## src/mcfb_pkg.sv

```systemverilog
// ----------------------------------------------------------------------------
// mcfb_pkg
// Shared types and constants of the motor command frame builder.
// ----------------------------------------------------------------------------
package mcfb_pkg;

  // Operation codes
  localparam logic [2:0] OP_MIT     = 3'd0;
  localparam logic [2:0] OP_REQUEST = 3'd1;
  localparam logic [2:0] OP_ENABLE  = 3'd2;
  localparam logic [2:0] OP_DISABLE = 3'd3;
  localparam logic [2:0] OP_ZERO    = 3'd4;

  // Status codes
  localparam logic [1:0] STAT_OK    = 2'd0;
  localparam logic [1:0] STAT_LIMIT = 2'd1;
  localparam logic [1:0] STAT_BADOP = 2'd2;

  // Bus numbers that matter
  localparam logic [2:0] BUS_SPINE = 3'd5;

  // Frame constants
  localparam logic [7:0]  SYNC0        = 8'hAA;
  localparam logic [7:0]  SYNC1        = 8'h09;
  localparam logic [7:0]  REG_READ     = 8'h33;
  localparam logic [10:0] REQ_CANID    = 11'h7FF;
  localparam logic [7:0]  FILL_BYTE    = 8'hFF;
  localparam logic [7:0]  CODE_ENABLE  = 8'hFC;
  localparam logic [7:0]  CODE_DISABLE = 8'hFD;
  localparam logic [7:0]  CODE_ZERO    = 8'hFE;

  // Frame byte positions
  localparam logic [3:0] IDX_SYNC0 = 4'd0;
  localparam logic [3:0] IDX_SYNC1 = 4'd1;
  localparam logic [3:0] IDX_BUS   = 4'd2;
  localparam logic [3:0] IDX_IDHI  = 4'd3;
  localparam logic [3:0] IDX_IDLO  = 4'd4;
  localparam logic [3:0] IDX_PAY0  = 4'd5;
  localparam logic [3:0] IDX_PAY7  = 4'd12;
  localparam logic [3:0] IDX_SUM   = 4'd13;

  // Position limits in Q32 radians
  localparam logic [63:0] LIM_PI_Q32  = 64'd13493037705;
  localparam logic [63:0] LIM_30_Q32  = 64'd2248839617;
  localparam logic [63:0] LIM_40_Q32  = 64'd2998452823;
  localparam logic [63:0] LIM_60_Q32  = 64'd4497679235;
  localparam logic [63:0] LIM_135_Q32 = 64'd10119778278;

  // Quantizer widths
  localparam int NCH    = 5;
  localparam int QU_W   = 27;   // scaled dividend, always below 2^22
  localparam int QUO_W  = 16;   // quotient
  localparam int DV_W   = 9;    // span in half units
  localparam int RCP_W  = 28;   // reciprocal of a span
  localparam int RCP_SH = 31;   // reciprocal scale, exact for dividends below 2^22

  // Span of each channel in half units
  localparam logic [DV_W-1:0] SPAN_POS     = 9'd50;
  localparam logic [DV_W-1:0] SPAN_VEL_BIG = 9'd400;
  localparam logic [DV_W-1:0] SPAN_VEL_SML = 9'd260;
  localparam logic [DV_W-1:0] SPAN_TAU_BIG = 9'd120;
  localparam logic [DV_W-1:0] SPAN_TAU_SML = 9'd72;
  localparam logic [DV_W-1:0] SPAN_KP      = 9'd100;
  localparam logic [DV_W-1:0] SPAN_KD      = 9'd10;

  // Reciprocal of each span, ceil(2^31 / span)
  localparam logic [RCP_W-1:0] RCP_POS     = 28'd42949673;
  localparam logic [RCP_W-1:0] RCP_VEL_BIG = 28'd5368710;
  localparam logic [RCP_W-1:0] RCP_VEL_SML = 28'd8259553;
  localparam logic [RCP_W-1:0] RCP_TAU_BIG = 28'd17895698;
  localparam logic [RCP_W-1:0] RCP_TAU_SML = 28'd29826162;
  localparam logic [RCP_W-1:0] RCP_KP      = 28'd21474837;
  localparam logic [RCP_W-1:0] RCP_KD      = 28'd214748365;

  typedef struct packed {
    logic [1:0]      status;
    logic            port;
    logic [2:0]      bus;
    logic [10:0]     canid;
    logic [7:0][7:0] pay;
  } mcfb_rec_t;

endpackage

```

## src/mcfb_fifo.sv

```systemverilog
// ----------------------------------------------------------------------------
// mcfb_fifo
// Two-entry record queue between the front and the back.
// ----------------------------------------------------------------------------
module mcfb_fifo
  import mcfb_pkg::*;
(
  input  logic      clk,
  input  logic      rst_n,
  input  mcfb_rec_t wr_rec,
  input  logic      wr_valid,
  output logic      wr_ready,
  output mcfb_rec_t rd_rec,
  output logic      rd_valid,
  input  logic      rd_ready
);

  mcfb_rec_t  mem_r [2];
  logic       wr_ptr_r, wr_ptr_nxt, rd_ptr_r, rd_ptr_nxt;
  logic [1:0] cnt_r, cnt_nxt;
  logic       wr, rd;

  assign wr_ready = (cnt_r != 2'd2);
  assign rd_valid = (cnt_r != 2'd0);
  assign rd_rec   = mem_r[rd_ptr_r];
  assign wr       = wr_valid && wr_ready;
  assign rd       = rd_valid && rd_ready;

  always_comb begin
    wr_ptr_nxt = wr_ptr_r ^ wr;
    rd_ptr_nxt = rd_ptr_r ^ rd;
    cnt_nxt    = cnt_r + 2'(wr) - 2'(rd);
  end

  always_ff @(posedge clk) begin
    if (!rst_n) begin
      wr_ptr_r <= 1'b0;
      rd_ptr_r <= 1'b0;
      cnt_r    <= '0;
    end else begin
      wr_ptr_r <= wr_ptr_nxt;
      rd_ptr_r <= rd_ptr_nxt;
      cnt_r    <= cnt_nxt;
    end
  end

  always_ff @(posedge clk) begin
    if (wr) mem_r[wr_ptr_r] <= wr_rec;
  end

endmodule

```

## config.mk

```make
export PLATFORM = sky130hd
export DESIGN_NAME = mcfb_fifo
export DESIGN_NICKNAME = d
export VERILOG_FILES = /design/src/mcfb_pkg.sv /design/src/mcfb_fifo.sv
export SDC_FILE = /design/constraint.sdc
export NUM_CORES = 1
export LEC_CHECK = 0
export BUFFER_PORTS_ARGS = -buffer_cell sky130_fd_sc_hd__buf_2
export CELL_PAD_IN_SITES_DETAIL_PLACEMENT = 0
export CELL_PAD_IN_SITES_GLOBAL_PLACEMENT = 2
export CORE_ASPECT_RATIO = 1.25
export CORE_MARGIN = 8
export CORE_UTILIZATION = 41
export DETAILED_ROUTE_END_ITERATION = 16
export PLACE_DENSITY = 0.95
export SYNTH_ARGS = -nofsm -noshare
export SYNTH_HDL_FRONTEND = slang
export SYNTH_SLANG_ARGS = --single-unit
```

## constraint.sdc

```tcl
create_clock -name clk -period 8.18 [get_ports clk]
set_clock_uncertainty 0.15 [all_clocks]
set_input_delay 1.227 -clock clk [delete_from_list [all_inputs] [get_ports clk]]
set_output_delay 1.227 -clock clk [all_outputs]
set_load 0.1 [all_outputs]
```

==> flow_summary.ini <==
[timing]
maxClockFrequency_mhz = 273
setup_slack_ps = 4520
slew_violations = 0
fin_crit_sh = 0.447
worst_slew_pin_slew_ps = 1160
slew_headroom = 0.224
rsz0062_at_grt = false
setup_tns_ps = 0
setup_viol = 0
hold_viol = 0
fin_crit_ps = 3660

[clock_network]
cts-resized-gates = 0
clk_pin_slew_worst_paths_ps = 60
numClockSinks = 167
cts_hold_buf = 0
htree_levels = 4
cts_inserted_buffers = 17
worstSkewPairLatency_ps = 410
cts_tree = yes
postCtsSetupRepairBufs = 0
root_buffer = clkbuf_16
clockBufferDepth = 2

[status]
run_status = finished, final reports clean

[global_routing]
overflow = 0
grt_max_degree = 82
grt_pass1_wl_um = 18400
grtUsageTotal = 0.125
grt_pass1_vias = 3572
antenna_found_initial = 0

[critical_path]
worstPathRequired_ps = 6800
r2r-start = cnt_r[0]
cp.arrival_ps = 2280
worstSetupPathType = reg -> out
reg2reg_depth = 3
crit_buf_inv = 1
ff2ff_setup_slack_ps = 5870
crit_slowest_cell = dfxtp_4
path_cells = mux2_2 > buf_2
max_stage_delay_ps = 1070
reg2reg_to = mem_r[0][66]
crit_family = flip-flops
path_max_fanout = 81
start_kind = register
cp-end-kind = output port

[power]
ir_drop_mv = 0.173
p_leak_nw = 2.84
power.total_mw = 3.02
p_per_area_mw_per_mm2 = 394

[drt]
vias = 3109
drt_pass1_iterations = 4
drc = 0
wirelength_um = 11700
final_antenna_net_count = 0
routed_via_density = 4.76
drtIter0Drc = 124
wl_per_cell_um = 18.0

[floorplanning]
die_area_mm2 = 0.0192
die_w_um = 125
ios = 168
core_area_mm2 = 0.0148
die_h_um = 153
initial_core_util = 0.414
rows = 50

[place]
dp_slack_ps = 4870
dp_hpwl_um = 7770
gp_congestion = 0.681
dpl_cell_area_mm2 = 0.00713
portBuffers = 167

[synth]
ys_ff_latch = 167
syn_nets = 368
syn_area_per_cell_um2 = 21.9
yosysWarnings = 0
synth_area_mm2 = 0.00614
yosysSeqAreaShare = 0.808
ys_types = 21
synth_cells = 281

[final_layout]
drive_above_1_share = 0.592
fin_util = 0.517
areaGrowthSynthToFinish_pct = 24.8
multi_input_area_mm2 = 0.00109
regArea_mm2 = 0.00497
final_net_count = 545
fillers = 1240
final_cell_area_mm2 = 0.00766
insertedDiodeCount = 0

[min_path]
worst_hold_path_type = reg -> reg
hp-start = rd_ptr_r
hold_depth = 2

[job]
maxCapViolCount = 0
per-stage QoR:
stage / std cells / hold slack [ps]
after global placement: 621 / 413
after CTS: 653 / 443
after floorplan: 281 / 376
after detailed placement: 621 / 418
final: 653 / 442
after global routing: 653 / 479
cell families after synthesis:
| family | share of synthesized area |
|---|---|
| xor+xnor | 0.00143 |
| flops | 0.808 |
| simple gates | 0.0132 |
| buf+inv | 0.0171 |
| compound gates | 0.00591 |
| mux | 0.150 |
| fa+ha+maj | 0.00407 |
area by class of cell:
cell class / count / share of cell area
tap: 182 / 0.0297
timing repair buffer: 167 / 0.109
sequential: 167 / 0.648
multi-input combinational: 104 / 0.142
clock inverter: 13 / 0.0137
clock buffer: 19 / 0.0565
inverter: 1 / 0.000490
report_power, final:
group | total (mW) | internal [mW] | switching, mW
Sequential | 1.13 | 1.06 | 0.0702
Combinational | 1.17 | 0.214 | 0.955
Clock | 0.718 | 0.416 | 0.302
worst max-delay path by stage:
stage,depth (start not counted),slack [ps],start,endpoint
2_1_floorplan,3,4190,cnt_r[0],mem_r[0][0]
3_3_place_gp,2,4900,register,rd_rec[24]
3_5_place_dp,2,4870,register,rd_rec[24]
4_1_cts,2,4430,register,rd_rec[24]
5_1_grt,2,4340,register,rd_rec[24]
6_report,2,4520,register,rd_rec[25]
worst min-delay path, stage by stage, from the launching register on:
cell,delay [ps]
dfxtp_1,330
xnor2_1,80
and2_1,140
state kept, by name (all words and copies together), names as in the netlist, named ones only:
signal,flops
mem_r,162
cnt_r,2
rd_ptr_r,1
wr_ptr_r,1
per-layer routing:
layer | routed length [µm] | GRT usage | vias up
met5 | 0 | 0 | -
met3 | 873 | 0.0560 | 11
met1 | 4370 | 0.121 | 1531
li1 | - | - | 1462
met2 | 6310 | 0.227 | 105
met4 | 183 | 0.0517 | 0
synthesized netlist by cell type (all sizes together):
cell type,number,area [µm²]
a21bo,1,10.0
ha,2,25.0
nand2b,1,6.26
nand3,1,5.00
mux2i,1,10.0
nor2,2,7.51
xnor2,1,8.76
or2b,1,8.76
a32oi,1,8.76
and2,4,25.0
dfxtp,5,100
o21ai,2,10.0
or2,1,6.26
buf,9,101
mux2,81,912
edfxtp,162,4860
a211oi,1,7.51
and3,1,6.26
nor2b,2,12.5
inv,1,3.75
nand2,1,3.75
cells in the final DEF (no fill, tap or decap), drive strengths merged:
cell type  count
a211oi         1
a21bo          1
a32oi          1
and2           4
and3           1
buf          167
bufinv         1
clkbuf        19
clkinv         8
clkinvlp       2
dfxtp          5
edfxtp       162
ha             2
inv            3
mux2          81
mux2i          1
nand2          1
nand2b         1
nand3          1
nor2           2
nor2b          2
o21ai          2
or2            1
or2b           1
xnor2          1
No activity file was read; power rests on OpenSTA's default activity.
