### src/mcfb_pkg.sv
// ----------------------------------------------------------------------------
// mcfb_pkg
// Shared types and constants of the motor command frame builder.
// ----------------------------------------------------------------------------
package mcfb_pkg;

  // Operation codes
  localparam logic [2:0] OP_MIT     = 3'd0;
  localparam logic [2:0] OP_REQUEST = 3'd1;
  localparam logic [2:0] OP_ENABLE  = 3'd2;
  localparam logic [2:0] OP_DISABLE = 3'd3;
  localparam logic [2:0] OP_ZERO    = 3'd4;

  // Status codes
  localparam logic [1:0] STAT_OK    = 2'd0;
  localparam logic [1:0] STAT_LIMIT = 2'd1;
  localparam logic [1:0] STAT_BADOP = 2'd2;

  // Bus numbers that matter
  localparam logic [2:0] BUS_SPINE = 3'd5;

  // Frame constants
  localparam logic [7:0]  SYNC0        = 8'hAA;
  localparam logic [7:0]  SYNC1        = 8'h09;
  localparam logic [7:0]  REG_READ     = 8'h33;
  localparam logic [10:0] REQ_CANID    = 11'h7FF;
  localparam logic [7:0]  FILL_BYTE    = 8'hFF;
  localparam logic [7:0]  CODE_ENABLE  = 8'hFC;
  localparam logic [7:0]  CODE_DISABLE = 8'hFD;
  localparam logic [7:0]  CODE_ZERO    = 8'hFE;

  // Frame byte positions
  localparam logic [3:0] IDX_SYNC0 = 4'd0;
  localparam logic [3:0] IDX_SYNC1 = 4'd1;
  localparam logic [3:0] IDX_BUS   = 4'd2;
  localparam logic [3:0] IDX_IDHI  = 4'd3;
  localparam logic [3:0] IDX_IDLO  = 4'd4;
  localparam logic [3:0] IDX_PAY0  = 4'd5;
  localparam logic [3:0] IDX_PAY7  = 4'd12;
  localparam logic [3:0] IDX_SUM   = 4'd13;

  // Position limits in Q32 radians
  localparam logic [63:0] LIM_PI_Q32  = 64'd13493037705;
  localparam logic [63:0] LIM_30_Q32  = 64'd2248839617;
  localparam logic [63:0] LIM_40_Q32  = 64'd2998452823;
  localparam logic [63:0] LIM_60_Q32  = 64'd4497679235;
  localparam logic [63:0] LIM_135_Q32 = 64'd10119778278;

  // Quantizer widths
  localparam int NCH    = 5;
  localparam int QU_W   = 27;   // scaled dividend, always below 2^22
  localparam int QUO_W  = 16;   // quotient
  localparam int DV_W   = 9;    // span in half units
  localparam int RCP_W  = 28;   // reciprocal of a span
  localparam int RCP_SH = 31;   // reciprocal scale, exact for dividends below 2^22

  // Span of each channel in half units
  localparam logic [DV_W-1:0] SPAN_POS     = 9'd50;
  localparam logic [DV_W-1:0] SPAN_VEL_BIG = 9'd400;
  localparam logic [DV_W-1:0] SPAN_VEL_SML = 9'd260;
  localparam logic [DV_W-1:0] SPAN_TAU_BIG = 9'd120;
  localparam logic [DV_W-1:0] SPAN_TAU_SML = 9'd72;
  localparam logic [DV_W-1:0] SPAN_KP      = 9'd100;
  localparam logic [DV_W-1:0] SPAN_KD      = 9'd10;

  // Reciprocal of each span, ceil(2^31 / span)
  localparam logic [RCP_W-1:0] RCP_POS     = 28'd42949673;
  localparam logic [RCP_W-1:0] RCP_VEL_BIG = 28'd5368710;
  localparam logic [RCP_W-1:0] RCP_VEL_SML = 28'd8259553;
  localparam logic [RCP_W-1:0] RCP_TAU_BIG = 28'd17895698;
  localparam logic [RCP_W-1:0] RCP_TAU_SML = 28'd29826162;
  localparam logic [RCP_W-1:0] RCP_KP      = 28'd21474837;
  localparam logic [RCP_W-1:0] RCP_KD      = 28'd214748365;

  typedef struct packed {
    logic [1:0]      status;
    logic            port;
    logic [2:0]      bus;
    logic [10:0]     canid;
    logic [7:0][7:0] pay;
  } mcfb_rec_t;

endpackage

### src/mcfb_if.sv


interface mcfb_res_if;
  logic       valid;
  logic       ready;
  logic [7:0] out_byte;
  logic       last_byte;
  logic       serial_port;
  logic [1:0] status;

  modport source (output valid, out_byte, last_byte, serial_port, status, input ready);
  modport sink (input valid, out_byte, last_byte, serial_port, status, output ready);
endinterface


### src/mcfb_back.sv
// ----------------------------------------------------------------------------
// mcfb_back
// Serializes a record into frame bytes and computes the checksum.
// ----------------------------------------------------------------------------
module mcfb_back
  import mcfb_pkg::*;
(
  input  logic        clk,
  input  logic        rst_n,
  input  mcfb_rec_t   rec,
  input  logic        rec_valid,
  output logic        rec_ready,
  mcfb_res_if.source  out_res
);

  logic [3:0] idx_r, idx_nxt;
  logic [7:0] sum_r, sum_nxt;
  logic       out_valid_r, out_valid_nxt;
  logic [7:0] byte_r, byte_sel;
  logic       last_r, last_sel, port_r;
  logic [1:0] stat_r;
  logic       ld;
  logic [2:0] pay_idx;

  assign ld      = rec_valid && (!out_valid_r || out_res.ready);
  assign pay_idx = 3'(idx_r - IDX_PAY0);

  always_comb begin
    case (idx_r) inside
      IDX_SYNC0:              byte_sel = SYNC0;
      IDX_SYNC1:              byte_sel = SYNC1;
      IDX_BUS:                byte_sel = {5'd0, rec.bus};
      IDX_IDHI:               byte_sel = {5'd0, rec.canid[10:8]};
      IDX_IDLO:               byte_sel = rec.canid[7:0];
      [IDX_PAY0:IDX_PAY7]:    byte_sel = rec.pay[pay_idx];
      default:                byte_sel = sum_r;
    endcase
    last_sel = (idx_r == IDX_SUM);
    if (rec.status != STAT_OK) begin
      byte_sel = 8'd0;
      last_sel = 1'b1;
    end
  end

  assign rec_ready = ld && last_sel;

  always_comb begin
    out_valid_nxt = out_valid_r;
    idx_nxt       = idx_r;
    sum_nxt       = sum_r;
    if (ld) begin
      out_valid_nxt = 1'b1;
      idx_nxt       = last_sel ? IDX_SYNC0 : idx_r + 4'd1;
      if (idx_r == IDX_BUS) sum_nxt = byte_sel;
      else                  sum_nxt = sum_r + byte_sel;
    end else if (out_res.ready) begin
      out_valid_nxt = 1'b0;
    end
  end

  always_ff @(posedge clk) begin
    if (!rst_n) begin
      out_valid_r <= 1'b0;
      idx_r       <= IDX_SYNC0;
      sum_r       <= '0;
    end else begin
      out_valid_r <= out_valid_nxt;
      idx_r       <= idx_nxt;
      sum_r       <= sum_nxt;
    end
  end

  always_ff @(posedge clk) begin
    if (ld) begin
      byte_r <= byte_sel;
      last_r <= last_sel;
      port_r <= rec.port;
      stat_r <= rec.status;
    end
  end

  assign out_res.valid       = out_valid_r;
  assign out_res.out_byte    = byte_r;
  assign out_res.last_byte   = last_r;
  assign out_res.serial_port = port_r;
  assign out_res.status      = stat_r;

endmodule

### src/flat_wrapper.sv
// flat-port wrapper written by rule: the top's interface ports become plain ports
module mcfb_back_flat import mcfb_pkg::*;
  (clk, rst_n, rec, rec_valid, rec_ready, out_res_valid, out_res_out_byte, out_res_last_byte, out_res_serial_port, out_res_status, out_res_ready);
  mcfb_res_if out_res_i ();
  input  logic clk;
  input  logic rst_n;
  input  mcfb_rec_t rec;
  input  logic rec_valid;
  output logic rec_ready;
  output wire logic [$bits(out_res_i.valid)-1:0] out_res_valid;
  output wire logic [$bits(out_res_i.out_byte)-1:0] out_res_out_byte;
  output wire logic [$bits(out_res_i.last_byte)-1:0] out_res_last_byte;
  output wire logic [$bits(out_res_i.serial_port)-1:0] out_res_serial_port;
  output wire logic [$bits(out_res_i.status)-1:0] out_res_status;
  input wire logic [$bits(out_res_i.ready)-1:0] out_res_ready;
  assign out_res_valid = out_res_i.valid;
  assign out_res_out_byte = out_res_i.out_byte;
  assign out_res_last_byte = out_res_i.last_byte;
  assign out_res_serial_port = out_res_i.serial_port;
  assign out_res_status = out_res_i.status;
  assign out_res_i.ready = out_res_ready;
  mcfb_back u_core (.clk(clk), .rst_n(rst_n), .rec(rec), .rec_valid(rec_valid), .rec_ready(rec_ready), .out_res(out_res_i));
endmodule
### config.mk
export PLATFORM = sky130hd
export DESIGN_NAME = mcfb_back_flat
export DESIGN_NICKNAME = d
export VERILOG_FILES = /design/src/mcfb_pkg.sv /design/src/mcfb_if.sv /design/src/mcfb_back.sv /design/src/flat_wrapper.sv
export SDC_FILE = /design/constraint.sdc
export NUM_CORES = 1
export LEC_CHECK = 0
export ABC_CLOCK_PERIOD_IN_PS = 7700
export BUFFER_PORTS_ARGS = -buffer_cell sky130_fd_sc_hd__buf_2
export CAP_MARGIN = 25
export CORE_MARGIN = 5
export CORE_UTILIZATION = 37
export DETAILED_ROUTE_END_ITERATION = 8
export PLACE_DENSITY = 0.7
export SLEW_MARGIN = 0
export SYNTH_ARGS = -nofsm -noshare
export SYNTH_HDL_FRONTEND = slang
export SYNTH_SLANG_ARGS = --single-unit
### constraint.sdc
create_clock -name clk -period 7.7 [get_ports clk]
set_input_delay 0.385 -clock clk [delete_from_list [all_inputs] [get_ports clk]]
set_output_delay 0.385 -clock clk [all_outputs]
set_load 0.05 [all_outputs]
==> results of run 1 <==
## through the flow
| stage | hold WS, ps | cell area [um2] |
|---|---|---|
| after floorplan | 448 | 2310 |
| after global placement | 467 | 2830 |
| after detailed placement | 474 | 2830 |
| after CTS | 277 | 2880 |
| after global routing | 275 | 2880 |
| final | 280 | 2880 |
## cell type report
cell class                 instances  area share
multi-input combinational        192       0.544
sequential                        25       0.216
timing repair buffer              99       0.173
tap                               75      0.0326
inverter                          15      0.0196
clock buffer                       4      0.0156
## cell families after synthesis
family / after synthesis / synth area share
AND/OR/NAND/NOR: 76 / 0.154
AO/OA/AOI/OAI: 64 / 0.191
multiplexers: 31 / 0.222
buffers and inverters: 29 / 0.0536
flip-flops: 25 / 0.269
adder cells (fa/ha/maj): 13 / 0.0737
XOR/XNOR: 8 / 0.0368
## how the worst min path moves through the flow
stage / start / end
6_report: rec[78] / u_core.out_res.serial_port$_DFFE_PP_
5_1_grt: rec[78] / u_core.out_res.serial_port$_DFFE_PP_
4_1_cts: rec[78] / u_core.out_res.serial_port$_DFFE_PP_
3_5_place_dp: u_core.sum_r[4]$_SDFFE_PN0P_ / u_core.sum_r[4]$_SDFFE_PN0P_
3_3_place_gp: u_core.sum_r[4]$_SDFFE_PN0P_ / u_core.sum_r[4]$_SDFFE_PN0P_
2_1_floorplan: u_core.sum_r[2]$_SDFFE_PN0P_ / u_core.sum_r[2]$_SDFFE_PN0P_
## sequential cells by signal, summed over array words and instances, names as in the netlist
name,cells
u_core.out_res.valid,1
u_core.out_res.out_byte,8
u_core.out_res.serial_port,1
u_core.idx_r,4
u_core.out_res.last_byte,1
u_core.out_res.status,2
u_core.sum_r,8
## placed cells by master (no fill, tap or decap), drive strengths merged, types with 3 or more instances in the layout
master	Yosys	routed
a21o	4	4
a21oi	16	16
a22oi	3	3
a31oi	3	3
buf	8	99
clkbuf	6	4
dfxtp	13	13
edfxtp	12	12
ha	12	12
inv	15	15
mux2i	13	13
mux4	16	16
nand2	25	25
nand2b	5	5
nand3	4	4
nor2	19	19
nor2b	5	5
nor3	9	9
o21a	3	3
o21ai	20	20
o41ai	3	3
xnor2	4	4
xor2	4	4
## layer usage
metal	share of wire	wire, um	global-route usage	vias to the layer above
li1	-	-	-	1089
met1	0.43	2750	0.215	1001
met2	0.46	2950	0.281	106
met3	0.091	587	0.0332	12
met4	0.024	153	0.0555	0
met5	0	0	0	-
## power by group
part	switching (uW)	total (uW)	internal, uW
Sequential	4.44	152	147
Combinational	74.9	138	63.3
Clock	45.3	82.5	37.2
Total	125	373	248
==> reports/results.txt, run 1 <==
number of cells on the critical path -> 16
CTS tree -> built
final worst slack -> 3450 ps
overall power -> 373 uW
R2R Setup Slk -> 3450 ps
DRC errors left -> 0
worst skew pair latency -> 280 ps
Setup crit start kind -> register
via count -> 2208
Setup-failing EPs final -> 0
die width -> 89.0 um
CP bufs+invs -> 2
reg2reg end -> u_core.sum_r[6]$_SDFFE_PN0P_
remaining antenna violation count -> 0
CP peak stage delay -> 700 ps
Cells after DPL -> 406
EDFF count, synth -> 12
maximum fanout along the worst path -> 19
largest net degree at the start of global routing -> 25
Slew HR -> 0.389
worst setup path startpoint -> u_core.idx_r[0]$_SDFFE_PN0P_
first-pass GRT wire length -> 10400 um
syn_nets -> 344
clk sinks -> 25
final cell count without fillers -> 410
Routed Wire Length -> 6440 um
Area growth, synth to finish -> 24.6%
Site Rows -> 28
Crit path max-delay family -> compound AO/OA/AOI/OAI gates
FILL cells -> 585
RSZ-0062 raised after global routing -> no
wire per inst -> 15.7 um
worst-path cell chain -> buf_4 > inv_1 > ha_1 > mux4_2 > mux2_2 > mux2i_1 > mux2i_1 > o21ai_0 > a21oi_1 > ha_1 > nor2b_1 > o21ai_0 > a21oi_1 > o21a_1 > o21a_1 > o41ai_1
die area -> 0.00792 mm2
hold buffers post-CTS -> 0
Synth Flop Type -> dfxtp_1
number of I/O port buffers -> 98
share of layout cells above drive strength 1 -> 0.382
Post-CTS Resized -> 0
vias in the first global route -> 2283
initial antenna violation count -> 0
area leader, netlist -> edfxtp_1
synthesized instance count -> 246
Clock Skews -> 7.56 ps
post-synthesis sequential area ratio -> 0.269
Clock Path Buffers -> 2
I/O pin cnt -> 99
synthesized area -> 0.00231 mm2
Synth top area share -> 0.156
Critical Path End Type -> register
fin crit share -> 0.552
worst slack at placement -> 3450 ps
hold depth -> 1
CTS H-tree lvls -> 1
GRT Total Usage -> 0.167
top cells by count, synth -> 25 x nand2_1, 19 x nor2_1, 19 x o21ai_0
grt total ovfl -> 0
Slew @ Worst Pin -> 915 ps
fin util -> 0.481
Yosys reg bits -> 25
setup TNS -> 0 ps
Setup Buffers After CTS -> 0
min cycle time layout -> 4250 ps
Critical Path Sink -> u_core.sum_r[6]$_SDFFE_PN0P_
Multi-input gate area -> 0.00157 mm2
HP Class -> in2reg
syn avg cell area -> 9.39 um2
Layout Nets -> 434
FFs w/ async S/R, synth -> 0
Placer Congestion -> 0.848
diode count -> 0
fmax -> 235 MHz
r2r worst-path depth -> 16
most frequent cell after synthesis -> nand2_1
Num CTS Buffers -> 3
Peak VDD IR -> 69.2 uV
Leakage -> 0.00130 uW
Synth area leaders -> edfxtp_1 16%, mux4_2 16%, dfxtp_1 11%, ha_1 6.5%, mux2i_1 5.6%
Initial Utilization -> 0.386
PwrDens -> 129 mW/mm2
status -> finished clean
Worst EP arrival -> 4430 ps
Core Area -> 0.00599 mm2
Final Hold Viols -> 0
post-synthesis cell type count -> 49
Slew Viols, Final -> 0
Max Cap Viol -> 0
post-detail-place hpwl -> 5140 um
Crit-path slowest cell -> ha_1
Ys Warns -> 0
DRT iter0 DRCs -> 139
First-pass DRT Iterations -> 4
CP required -> 7880 ps
Clock Tree Root -> clkbuf_8
Clock Pin Slew Worst Setup and Hold Paths -> 90 ps
WS Path Type -> reg2reg
reg2reg start -> u_core.idx_r[0]$_SDFFE_PN0P_
vias per cell -> 5.39
register area -> 621 um2
Die Ht -> 89.0 um
(Power assumes the default switching activity.)
==> run 2, diff against run 1 <==
Settings changed: ABC_AREA set to 1, ABC_CLOCK_PERIOD_IN_PS 7700 to 4300.
Clock period 7.7 ns to 4.3 ns, I/O delays scaled along.
==> run 2 against run 1 <==
Effect of this change:
- via count increased by 19%
- critical path depth increased by 5
- count of clock-buffer cells in the layout unchanged
- first-iteration DRC count decreased by 2.2%
- final cell count increased by 25%
- utilization decreased by 1.1 points
- global-route usage increased by 0.13 points
- sequential share of layout area increased by 0.50 points
- combinational power increased by 78%
- wire length increased by 4.5%
- area after synthesis decreased by 0.11%
- synthesized cell count increased by 42%
==> reports/results.txt, run 2 <==
Max Cap Viol -> 0 (unchanged)
FFs w/ async S/R, synth -> 0 (unchanged)
number of I/O port buffers -> 98 (unchanged)
worst-path cell chain -> inv_6 > ha_1 > inv_2 > o21ai_0 > o22ai_1 > o211ai_1 > a31oi_1 > nand2_1 > a21oi_1 > ha_1 > inv_1 > fa_1 > nor2_1 > o21ai_0 > nand2_1 > nand2_1 > nand2_1 > a21oi_1 > xnor2_1 > nand3_1 > a21oi_1
initial antenna violation count -> 0 (unchanged)
Initial Utilization -> 0.385 (-0.000418)
DRC errors left -> 0 (unchanged)
die width -> 89.0 um (about the same)
vias per cell -> 5.12 (-4.9%)
Placer Congestion -> 0.954 (+12%)
remaining antenna violation count -> 0 (unchanged)
CP peak stage delay -> 550 ps (-150 ps)
syn_nets -> 447 (+30%)
post-synthesis sequential area ratio -> 0.269 (+0.000291)
Yosys reg bits -> 25 (unchanged)
RSZ-0062 raised after global routing -> no
Area growth, synth to finish -> 22.0%
Core Area -> 0.00599 mm2 (unchanged)
worst slack at placement -> 524 ps (-2930 ps)
Most Used Layer, Global Route -> met2
Peak VDD IR -> 159 uV (+130%)
I/O pin cnt -> 99 (unchanged)
Final Hold Viols -> 0 (unchanged)
maximum fanout along the worst path -> 36 (+17)
Min Hold Slack -> 120 ps (-160 ps)
post-detail-place hpwl -> 5470 um (+6.3%)
Clock Tree Root -> clkbuf_8
synthesized area -> 0.00231 mm2 (-0.11%)
PwrDens -> 232 mW/mm2 (+80%)
grt total ovfl -> 0 (unchanged)
Setup-failing EPs final -> 0 (unchanged)
GRT Total Usage -> 0.168 (+0.00130)
Slew @ Worst Pin -> 796 ps (-119 ps)
Worst EP arrival -> 4010 ps (-420 ps)
Post-CTS Resized -> 0 (unchanged)
min cycle time layout -> 3810 ps (-440 ps)
clk sinks -> 25 (unchanged)
Synth area leaders -> nand2_1 16%, edfxtp_1 16%, dfxtp_1 11%, nand3_1 6.9%, a21oi_1 6.7%
EDFF count, synth -> 12 (unchanged)
CTS tree -> built
Clock Skews -> 2.04 ps (-5.52 ps)
area leader, netlist -> nand2_1
First-pass DRT Iterations -> 4 (unchanged)
Synth Flop Type -> dfxtp_1
post-synthesis cell type count -> 38 (-22%)
hold buffers post-CTS -> 0 (unchanged)
Routed Wire Length -> 6730 um (+4.5%)
Clock Pin Slew Worst Setup and Hold Paths -> 80 ps (about the same)
die area -> 0.00791 mm2 (-0.10%)
Crit-path slowest cell -> ha_1
share of layout cells above drive strength 1 -> 0.282 (-0.100)
Critical Path End Type -> register
FILL cells -> 631 (+7.9%)
GR Util met2 -> 0.304 (+0.0229)
CP required -> 4500 ps (-3380 ps)
WS Path Type -> reg2reg
first-pass GRT wire length -> 10600 um (+2.7%)
Die Ht -> 89.0 um (about the same)
vias in the first global route -> 2418 (+5.9%)
setup TNS -> 0 ps (unchanged)
CTS H-tree lvls -> 1 (unchanged)
commonest cells after routing, fill and taps aside -> 98 x buf_2, 97 x nand2_1, 34 x nor2_1
Leakage -> 0.00139 uW (+7.5%)
Slew Viols, Final -> 0 (unchanged)
final worst slack -> 489 ps (-2960 ps)
top cells by count, synth -> 97 x nand2_1, 34 x nor2_1, 32 x nand3_1
diode count -> 0 (unchanged)
Setup crit start kind -> register
HP Class -> in2reg
Finished Cell Area -> 0.00281 mm2 (-2.3%)
Site Rows -> 28 (unchanged)
Clock Path Buffers -> 2 (unchanged)
CP dominant cell by count -> nand2_1
syn avg cell area -> 6.61 um2 (-30%)
Ys Warns -> 0 (unchanged)
GRT met1 Usage -> 0.211 (-0.00415)
Slew HR -> 0.468 (+0.0794)
DRT iter0 DRCs -> 136 (-2.2%)
Layout Nets -> 535 (+23%)
fin crit share -> 0.886 (+0.334)
most frequent cell after synthesis -> nand2_1
Synth top area share -> 0.158 (+0.00180)
synthesized instance count -> 349 (+42%)
worst skew pair latency -> 260 ps (-20 ps)
Setup Buffers After CTS -> 0 (unchanged)
status -> finished clean
met3 global-route usage -> 0.0323 (-0.000922)
Num CTS Buffers -> 3 (unchanged)
commonest non-fill, non-tap cell in the layout -> buf_2
area of placed instances -> 0.00277 mm2 (-2.3%)
via count -> 2617 (+19%)
largest net degree at the start of global routing -> 37 (+48%)
fmax -> 262 MHz (+12%)
wire per inst -> 13.2 um (-16%)
## run 2: cell types whose count changed after synthesis, moves of 5 or more
cell      previous run  this run
nor3_1               9         2
o21ai_0             19        25
mux2i_1             13         0
nand3_1              4        32
nor2b_1              5         0
nor2_1              19        34
nand2b_1             5         0
nand2_1             25        97
mux4_2              16         0
a21oi_1             16        31
buf_6                0         6
inv_2                0         6
inv_1               15        25
## run 2: cell type report
cell class	count	area [um2]	area share
clock buffer	4	45.0	0.0160
tap	75	93.8	0.0333
timing repair buffer	99	498	0.177
sequential	25	621	0.221
multi-input combinational	275	1420	0.506
inverter	33	134	0.0476
## run 2: final timing paths
kind | from | end | slack [ps] | cells past startpoint
worst max-delay path | u_core.idx_r[0]$_SDFFE_PN0P_ | u_core.sum_r[6]$_SDFFE_PN0P_ | 490 | 21
worst min-delay path | rec[78] | u_core.out_res.serial_port$_DFFE_PP_ | 120 | 1
worst max register to register | u_core.idx_r[0]$_SDFFE_PN0P_ | u_core.sum_r[6]$_SDFFE_PN0P_ | 490 | 21
worst min register to register | u_core.out_res.valid$_SDFFE_PN0P_ | u_core.out_res.valid$_SDFFE_PN0P_ | 500 | 2
## run 2: kinds of logic (layout without fill, tap and decap cells)
kind of cell / count (synthesis) / in the layout / share of synthesized area
AND/OR/NAND/NOR: 178 / 178 / 0.330
AO/OA/AOI/OAI: 79 / 79 / 0.194
buffers and inverters: 49 / 136 / 0.114
flip-flops: 25 / 25 / 0.269
adder cells (fa/ha/maj): 13 / 13 / 0.0738
XOR/XNOR: 5 / 5 / 0.0190
## run 2: worst max-delay path, delay by kind of cell (launching register included)
kind | cells | cell delay [ps]
simple gates | 6 | 530
compound gates | 8 | 1070
fa+ha+maj | 3 | 1130
buf+inv | 3 | 470
flops | 1 | 410
xor+xnor | 1 | 130
## run 2: report_power, final
group	total (uW)	internal [uW]	switching [uW]
sequential	272	264	8.14
clock	137	66.2	71.3
combinational	245	88.6	156
## run 2: through the flow
step | util | total power (uW) | instances
floorplan | - | 453 | 349
global placement | 0.462 | 520 | 507
detailed placement | 0.462 | 521 | 507
CTS | 0.470 | 659 | 511
global route | 0.470 | 700 | 511
finish | 0.470 | 654 | 511
## run 2: layer usage
layer	vias up	share of wire
li1	1341	-
met1	1186	0.43
met2	84	0.49
met3	6	0.076
met4	0	0.011
met5	-	0
